--- config.mk ---
export PLATFORM = sky130hd
export DESIGN_NAME = ctik_div
export DESIGN_NICKNAME = d
export VERILOG_FILES = /design/src/ctik_pkg.sv /design/src/ctik_div.sv
export SDC_FILE = /design/constraint.sdc
export NUM_CORES = 1
export LEC_CHECK = 0
export ABC_CLOCK_PERIOD_IN_PS = 6000
export BUFFER_PORTS_ARGS = -buffer_cell sky130_fd_sc_hd__buf_2
export CORE_ASPECT_RATIO = 1.4
export CORE_UTILIZATION = 25
export DETAILED_ROUTE_END_ITERATION = 8
export PLACE_DENSITY_LB_ADDON = 0.1
export REMOVE_ABC_BUFFERS = 1
export SYNTH_ARGS = -nofsm -noshare
export SYNTH_HDL_FRONTEND = slang
export SYNTH_SLANG_ARGS = --single-unit
export TNS_END_PERCENT = 5
--- constraint.sdc ---
create_clock -name clk_i -period 6 [get_ports clk_i]
set_input_delay 0.3 -clock clk_i [delete_from_list [all_inputs] [get_ports clk_i]]
set_output_delay 0.3 -clock clk_i [all_outputs]
set_load 0.1 [all_outputs]
--- src/ctik_pkg.sv ---
package ctik_pkg;

  localparam int AXES   = 3;
  localparam int COEF_W = 18;
  localparam int ROW_W  = AXES * COEF_W;

  localparam logic [2:0] CFG_ABS_MODE = 3'd0;
  localparam logic [2:0] CFG_RATE     = 3'd1;
  localparam logic [2:0] CFG_JAC_ROW0 = 3'd2;
  localparam logic [2:0] CFG_JAC_ROW1 = 3'd3;
  localparam logic [2:0] CFG_JAC_ROW2 = 3'd4;

  localparam logic        ACT_LOAD = 1'b0;
  localparam logic        ACT_TICK = 1'b1;

  localparam logic [16:0] ONE_Q16    = 17'h10000;
  localparam logic [16:0] REV_SCALE  = 17'd60;
  localparam logic [15:0] RATE_RESET = 16'd100;
  localparam logic [53:0] JAC_UNIT   = 54'd4096;

  typedef struct packed {
    logic load;
    logic mul;
    logic fin;
  } ctik_axis_ctl_t;

  typedef struct packed {
    logic       en;
    logic [1:0] phase;
    logic       rev;
  } ctik_map_ctl_t;

endpackage

--- src/ctik_div.sv ---
module ctik_div import ctik_pkg::*; (
  input  logic        clk_i,
  input  logic        rst_ni,
  input  logic        start_i,
  input  logic [31:0] dividend_i,
  input  logic [15:0] divisor_i,
  output logic        done_o,
  output logic [16:0] quot_o
);

  logic        busy_q, done_q;
  logic [4:0]  cnt_q;
  logic [15:0] rem_q, dvs_q;
  logic [31:0] dvd_q;
  logic [16:0] trial;
  logic        qbit;
  logic [16:0] diff;

  // restoring division, one quotient bit per cycle
  assign trial = {rem_q, dvd_q[31]};
  assign qbit  = trial >= {1'b0, dvs_q};
  assign diff  = trial - {1'b0, dvs_q};

  always_ff @(posedge clk_i or negedge rst_ni) begin
    if (!rst_ni) begin
      busy_q <= 1'b0;
      done_q <= 1'b0;
      cnt_q  <= '0;
      rem_q  <= '0;
      dvs_q  <= '0;
      dvd_q  <= '0;
    end else begin
      done_q <= 1'b0;
      if (start_i) begin
        busy_q <= 1'b1;
        cnt_q  <= '0;
        rem_q  <= '0;
        dvs_q  <= divisor_i;
        dvd_q  <= dividend_i;
      end else if (busy_q) begin
        rem_q <= qbit ? diff[15:0] : trial[15:0];
        dvd_q <= {dvd_q[30:0], qbit};
        cnt_q <= cnt_q + 5'd1;
        if (cnt_q == 5'd31) begin
          busy_q <= 1'b0;
          done_q <= 1'b1;
        end
      end
    end
  end

  assign done_o = done_q;
  assign quot_o = dvd_q[16:0];

endmodule

==> summary.txt <==
Post-synth EDFFs: 0
gr ovfl total: 0
share of the synthesized area in the top cell type: 42.1%
via count: 3257
die height: 156 um
ys flop type: dfrtp_1
skew final: 0.00738 ns
WHS: 0.110 ns
placed cells: 681
Reg2Reg Setup Slack: 3.18 ns
Relative slew margins: 33.0%
Buf/Inv on CP: 0
Post-Layout Cell Count: 697
Netlist cell types: 58
Post-Syn Instances: 454
Tot GR Track Use: 12.0%
Core Rows: 55
Yosys reg bits: 71
GR peak layer: met2
final setup fails: 0
design area: 0.00488 sq mm
Area Growth Syn to Fin: 15.8%
Crit Path Max Fanout: 28
worst reg2reg path depth: 7
CP Capture Type: register
setup repair bufs after CTS: 0
Seq/Total Area, Yosys: 42.1%
Chip Width: 112 um
WS Path Type: register to register
max cap viols: 0
post-route minimum period: 2.82 ns
CP cell instances: ha_1 -> a21oi_2 -> o21ai_2 -> a2111o_1 -> a31oi_4 -> a2111oi_0 -> a221oi_1
proportion of layout cells with a drive suffix above 1: 20.1%
Top delay family on crit path: compound AO/OA/AOI/OAI gates
vias in the first global route: 3361
Synth async-reset ratio: 100%
CTS Buf Count: 9
clock slew at reported path FFs: 0.06 ns
mapped cell area: 0.00422 sq mm
Worst-Skew Late Latency: 0.34 ns
routed vias/inst: 4.67
maximum clock frequency: 355 MHz
P_leak: 0.00253 uW
CP Capture Point: rem_q[14]
initial antenna violation count: 0
Max Slew Vio Count: 0
Die ar.: 0.0174 sq mm
CORE AREA: 0.0163 sq mm
Detailed Route Iter0 Violations: 113
hold_buf cts: 0
Hold Fails Final Rpt: 0
Routed WL per cell: 14.0 um
post-detail-place hpwl: 6440 um
Worst VDD drop: 0.140 mV
RSZ-0062 raised after global routing: false
Stages on worst setup path: 7
Worst-Margin Slew: 1.01 ns
most frequent cells after synthesis: dfrtp_1 (71), nand2_1 (64), o21ai_0 (56), mux2i_1 (41), inv_1 (26)
fin crit share: 47.0%
PD cells: 384 mW/mm^2
DRC: 3
PortBufs: 68
io pins: 69
Ant. Diodes: 0
synthesized area per cell: 9.28 sq um
met3 usage: 2.25%
cell accounting for the most synthesized area: dfrtp_1
GPL Wtd Cong: 0.794
first-pass GRT wire length: 16800 um
top post-synthesis cells by area: dfrtp_1 (42%), mux2i_1 (9.7%), o21ai_0 (6.6%), nand2_1 (5.7%), ha_1 (5.3%)
post-CTS sizing: 0
CP Launch Type: register
number of nets in the layout: 563
CP max stage delay: 0.70 ns
H-Tree Depth: 3
area post-placement: 0.00459 sq mm
final WL: 9750 um
Crit path required time: 6.24 ns
Worst R2R End: rem_q[14]
Final Total Pwr: 1880 uW
Max stage delay cell, worst path: a31oi_4
failing checks: DRC
post-route setup TNS: 0 ns
DRT Pass-1 Iters: 6
met1 Use GR: 13.9%
CTS tree: built
CTS max path bufs: 2
Critical R2R Launch: rem_q[11]
grt met2 use: 21.5%
CP arrival: 3.06 ns
DRT antenna net count: 0
crit path launch: rem_q[11]
class of the worst hold path: input port to async pin
outcome: finished with violations
largest net degree at the start of global routing: 72
Starting Density: 25.8%
most common cell in the synthesized netlist: dfrtp_1
YS warnings: 0
CTS root buf: clkbuf_16
CTS sink cnt: 71
cells by family after synthesis:
family,count (synthesis),synth area share [%]
xor+xnor,10,2.08
flops,71,42.1
mux,43,10.3
buf+inv,67,7.81
fa+ha+maj,19,5.82
simple gates,129,14.1
compound gates,115,17.8
routing by layer:
layer	vias up	routed length [um]
met2	48	5010
met4	0	166
met1	1541	4280
li1	1657	-
met3	11	294
met5	-	0
registers in the layout, summed over array words and instances, names as in the netlist:
register,cells
busy_q,1
cnt_q,5
done_o,1
dvd_q,32
dvs_q,16
rem_q,16
metrics by stage:
step,utilization (%),setup slack (ns)
CTS,29.9,3.14
floorplan,-,3.12
global route,29.9,2.94
detailed placement,28.1,3.15
finish,29.9,3.18
global placement,28.1,3.18
placed cells by master (no fill, tap or decap), types with 4 or more instances in the layout:
cell type	count
a211oi_1	7
a21oi_1	16
and3_1	6
buf_2	66
clkbuf_16	9
dfrtp_1	70
ha_1	18
inv_1	26
mux2i_1	41
nand2_1	64
nand3_1	4
nor2_1	24
nor3_1	5
o21ai_0	56
o21bai_1	4
xnor2_1	5
xor2_1	5
area by class of cell:
type	count	area (sq um)
Multi-Input combinational cell	316	2110
Clock inverter	6	61.3
Timing Repair Buffer	69	353
Fill cell	1724	11400
Clock buffer	10	229
Tap cell	199	249
Inverter	26	97.6
Sequential cell	71	1780
worst min path at each step:
stage                            to
after detailed placement  dvd_q[14]
after floorplan              busy_q
after CTS                  dvd_q[9]
final                     dvd_q[23]
after global placement    dvd_q[16]
after global routing       dvd_q[2]
report_power, final:
part	internal, uW	switching, uW
clock	321	215
combinational	282	459
sequential	549	50.2
Power figures use the tool's default switching activity.
