`config.mk`:
```
export PLATFORM = sky130hd
export DESIGN_NAME = ctik_axis
export DESIGN_NICKNAME = d
export VERILOG_FILES = /design/src/ctik_pkg.sv /design/src/ctik_axis.sv
export SDC_FILE = /design/constraint.sdc
export NUM_CORES = 2
export LEC_CHECK = 0
export BUFFER_PORTS_ARGS = -buffer_cell sky130_fd_sc_hd__buf_2
export CORE_AREA = 2 2 275 277
export DETAILED_ROUTE_END_ITERATION = 6
export DIE_AREA = 0 0 277 279
export PLACE_DENSITY = 0.59
export SYNTH_ARGS = -nofsm -noshare
export SYNTH_HDL_FRONTEND = slang
export SYNTH_SLANG_ARGS = --single-unit
```
`constraint.sdc`:
```
create_clock -name clk_i -period 19.8 [get_ports clk_i]
set_input_delay 2.97 -clock clk_i [delete_from_list [all_inputs] [get_ports clk_i]]
set_output_delay 2.97 -clock clk_i [all_outputs]
set_load 0.005 [all_outputs]
```
`src/ctik_pkg.sv`:
```
package ctik_pkg;

  localparam int AXES   = 3;
  localparam int COEF_W = 18;
  localparam int ROW_W  = AXES * COEF_W;

  localparam logic [2:0] CFG_ABS_MODE = 3'd0;
  localparam logic [2:0] CFG_RATE     = 3'd1;
  localparam logic [2:0] CFG_JAC_ROW0 = 3'd2;
  localparam logic [2:0] CFG_JAC_ROW1 = 3'd3;
  localparam logic [2:0] CFG_JAC_ROW2 = 3'd4;

  localparam logic        ACT_LOAD = 1'b0;
  localparam logic        ACT_TICK = 1'b1;

  localparam logic [16:0] ONE_Q16    = 17'h10000;
  localparam logic [16:0] REV_SCALE  = 17'd60;
  localparam logic [15:0] RATE_RESET = 16'd100;
  localparam logic [53:0] JAC_UNIT   = 54'd4096;

  typedef struct packed {
    logic load;
    logic mul;
    logic fin;
  } ctik_axis_ctl_t;

  typedef struct packed {
    logic       en;
    logic [1:0] phase;
    logic       rev;
  } ctik_map_ctl_t;

endpackage

```
`src/ctik_axis.sv`:
```
module ctik_axis import ctik_pkg::*; (
  input  logic               clk_i,
  input  logic               rst_ni,
  input  ctik_axis_ctl_t     ctl_i,
  input  logic signed [31:0] target_i,
  input  logic [16:0]        s_i,
  output logic signed [31:0] pose_o,
  output logic signed [32:0] delta_o
);

  logic signed [31:0] start_q, goal_q, cur_q;
  logic signed [50:0] prod_q;
  logic signed [32:0] delta_q;
  logic signed [32:0] diff;
  logic signed [17:0] s_sgn;
  logic signed [50:0] step_sh;
  logic signed [31:0] pose_n;

  assign diff    = 33'(goal_q) - 33'(start_q);
  assign s_sgn   = signed'({1'b0, s_i});
  assign step_sh = prod_q >>> 16;
  // pose stays between start and goal, so a 32-bit add is exact
  assign pose_n  = start_q + step_sh[31:0];

  always_ff @(posedge clk_i or negedge rst_ni) begin
    if (!rst_ni) begin
      start_q <= '0;
      goal_q  <= '0;
      cur_q   <= '0;
    end else begin
      if (ctl_i.load) begin
        goal_q  <= target_i;
        start_q <= cur_q;
      end
      if (ctl_i.fin) begin
        cur_q <= pose_n;
      end
    end
  end

  always_ff @(posedge clk_i) begin
    if (ctl_i.mul) begin
      prod_q <= diff * s_sgn;
    end
    if (ctl_i.fin) begin
      delta_q <= 33'(pose_n) - 33'(cur_q);
    end
  end

  assign pose_o  = cur_q;
  assign delta_o = delta_q;

endmodule

```
==> impl_metrics.csv <==
group,metric,value,unit
finish,antennaDiodeCount,0,
place,dpl_cell_area,30400,um2
yosys,ys_seq_area_share,15.1,%
grt,grt_pass1_vias,21000,
floorplanning,start_util,38.9,%
floorplanning,die_h,279,um
routing,met1Wirelength,33800,um
critical_path,required,20.00,ns
yosys,netlist-cell-type-count,72,
sta,final-hold-violation-count,0,
sta,worst_clock_skew,0.0207,ns
grt,grt_start_max_net_pins,67,
finish,instances_no_fill,4131,
critical_path,worstSetupEndpointType,"flop",
yosys,synth_top_area_share,36.0,%
routing,wl_per_cell,17.0,um
yosys,synth_seq_cells,161,
yosys,synthTopCellsByCount,"inv_1 (686), fa_1 (517), nand2_1 (355)",
yosys,synth_warnings,0,
yosys,yosysMostFrequentCell,"inv_1",
place,dp.cells,4099,
floorplanning,die_area,77300,um2
job,drv_cap,0,
grt,antenna_found_initial,1,
routing,routed-via-count,20200,
grt,grt-ovfl-total,0,
routing,wl,70200,um
hold_path,worst_hold_path_type,"reg -> reg",
finish,stdcell_area,31100,um2
outcome,status,"complete, no violations",
yosys,synth.avg_cell_area,9.30,um2
finish,nets,3925,
sta,timing.fmax,101,MHz
sta,worst_pin_slew,1.05,ns
cts,cts_num_sinks,161,
sta,finalSetupViolations,0,
routing,highest_layer,"met4",
sta,rsz0062_at_grt,"no",
floorplanning,num_rows,100,
critical_path,worst-setup-path-type,"in -> reg",
finish,syn2layout_area_growth,8.04,%
yosys,async_reset_ff_share,59.6,%
yosys,synth_edf_count,65,
grt,grt_usage,18.8,%
routing,wl_met2,32700,um
cts,htreeDepth,4,
routing,drt-pass1-iter-count,7,
grt,grt_pass1_wl,115000,um
finish,drive_above_1_share,7.91,%
routing,drt_iter0_drc,1004,
routing,vias_per_cell,4.88,
floorplanning,die_w,277,um
place,dp_hpwl,58400,um
floorplanning,coreArea,74100,um2
yosys,syn_area,28800,um2
routing,postRouteAntennaNets,0,
sta,finalSetupTns,0,ns
floorplanning,num_io_pins,119,
yosys,synth.net_count,3871,
cts,clk_pin_slew,0.07,ns
yosys,synth_area_leaders,"fa_1 (36%), inv_1 (8.9%), ha_1 (8.9%)",
place,place_congestion,0.882,
yosys,synth_area_leader_cell,"fa_1",
routing,route.met3.wl,2700,um
sta,period_share,49.8,%
cts,cts_resized,0,
critical_path,worstPathArrival,10.06,ns
yosys,synth-main-ff-cell,"dfrtp_1",
cts,cts_tree,"yes",
place,numPortBuffers,118,
cts,cts_setup_buffers,0,
sta,slew_headroom,29.7,%
cts,cts_made_buffers,17,
sta,fin_hold_ws,0.517,ns
cts,cts_hold_buffers,0,
yosys,synth_cells,3095,
cts,cts_max_path_buffers,2,
routing,route.detailed.drc,0,
sta,slew_violations,0,
cts,insertion_delay,0.45,ns
critical_path,cp-start-kind,"input pin",
sta,min_period,9.86,ns
cts,clockRootBuffer,"clkbuf_16",
critical_path,critPathMaxFanout,34,
critical path, stage by stage:
cell and delay, ns:
buf_2 0.63, nand2_1 0.17, fa_1 0.58, inv_1 0.06, fa_1 0.51, inv_1 0.06
fa_1 0.51, fa_1 0.50, inv_1 0.05, fa_1 0.47, inv_1 0.05, fa_1 0.47
inv_1 0.04, ha_1 0.37, o2111ai_1 0.30, nor4_1 0.91, o2111ai_1 0.51, a311oi_1 0.48
o21ai_1 0.13, a21oi_1 0.18, xnor2_1 0.08
kinds of logic (layout without fill, tap and decap cells):
kind of cell / count (synthesis) / in the layout / synth area share, %
xor gates and xnor gates: 120 / 120 / 3.73
DFF: 161 / 161 / 15.1
AOI/OAI and AO/OA: 371 / 371 / 8.40
adders and majority gates: 722 / 722 / 44.9
buffers and inverters: 797 / 864 / 10.4
and+or+nand+nor: 862 / 862 / 15.1
muxes: 62 / 62 / 2.37
cell usage in the layout (no fill, tap or decap), drive strengths merged, types with 4 or more instances in the layout:
cell,netlist,layout
and2,266,266
nand2b,42,42
a31oi,12,12
o21a,26,26
and4,5,5
nand3,19,19
nand4,13,13
dfrtp,96,96
a211o,5,5
a2111oi,4,4
nor2b,44,44
and3,9,9
mux2i,12,12
o21bai,14,14
xnor2,83,83
buf,9,146
nor4,5,5
a211oi,12,12
or3,7,7
inv,686,691
edfxtp,65,65
a21boi,5,5
o211ai,12,12
a21oi,86,86
a21o,51,51
ha,205,205
mux2,50,50
nor3,19,19
o21ai,100,100
clkbuf,102,22
xor2,36,36
nor2,64,64
o31a,6,6
o2111ai,7,7
nand2,355,355
o22ai,4,4
fa,517,517
state kept, by name, indices dropped and copies added, names as in the netlist:
name     count
start_q     32
prod_q      32
goal_q      32
pose_o      32
delta_o     33
metal layers:
metal / track usage (%) / vias up
met5: 0 / -
met4: 3.68 / 0
met3: 1.96 / 50
met2: 30.9 / 380
met1: 27.2 / 10100
li1: - / 9610
final timing paths:
kind / startpoint / end / slack (ns) / depth (start not counted)
setup / recovery: s_i[9] / prod_q[47]$_DFFE_PP_ / 9.94 / 21
hold reg to reg: goal_q[15]$_DFFE_PN0P_ / goal_q[15]$_DFFE_PN0P_ / 0.52 / 1
hold / removal: goal_q[15]$_DFFE_PN0P_ / goal_q[15]$_DFFE_PN0P_ / 0.52 / 1
min in group asynchronous: rst_ni / goal_q[26]$_DFFE_PN0P_ / 2.45 / 1
max in group asynchronous: rst_ni / start_q[8]$_DFFE_PN0P_ / 16.05 / 2
setup reg to reg: start_q[1]$_DFFE_PN0P_ / prod_q[47]$_DFFE_PP_ / 10.05 / 30
stage by stage:
step	setup WS, ns	utilization (%)
2_1_floorplan	10.87	-
3_3_place_gp	9.56	41.1
6_report	9.94	42.0
3_5_place_dp	9.50	41.1
5_1_grt	9.51	42.0
4_1_cts	9.94	42.0
area by class of cell:
type                       count  area [um2]
clock buffer                  22         539
clock inverter                10         105
fill                        7403       43000
inverter                     686        2570
multi-input combinational   2137       21500
sequential                   161        4350
tap                          969        1210
timing repair buffer         146         808
Power is left out: the tool's default activity adds up to more than one toggle a clock period on the data nets, which glitch-free logic cannot reach.
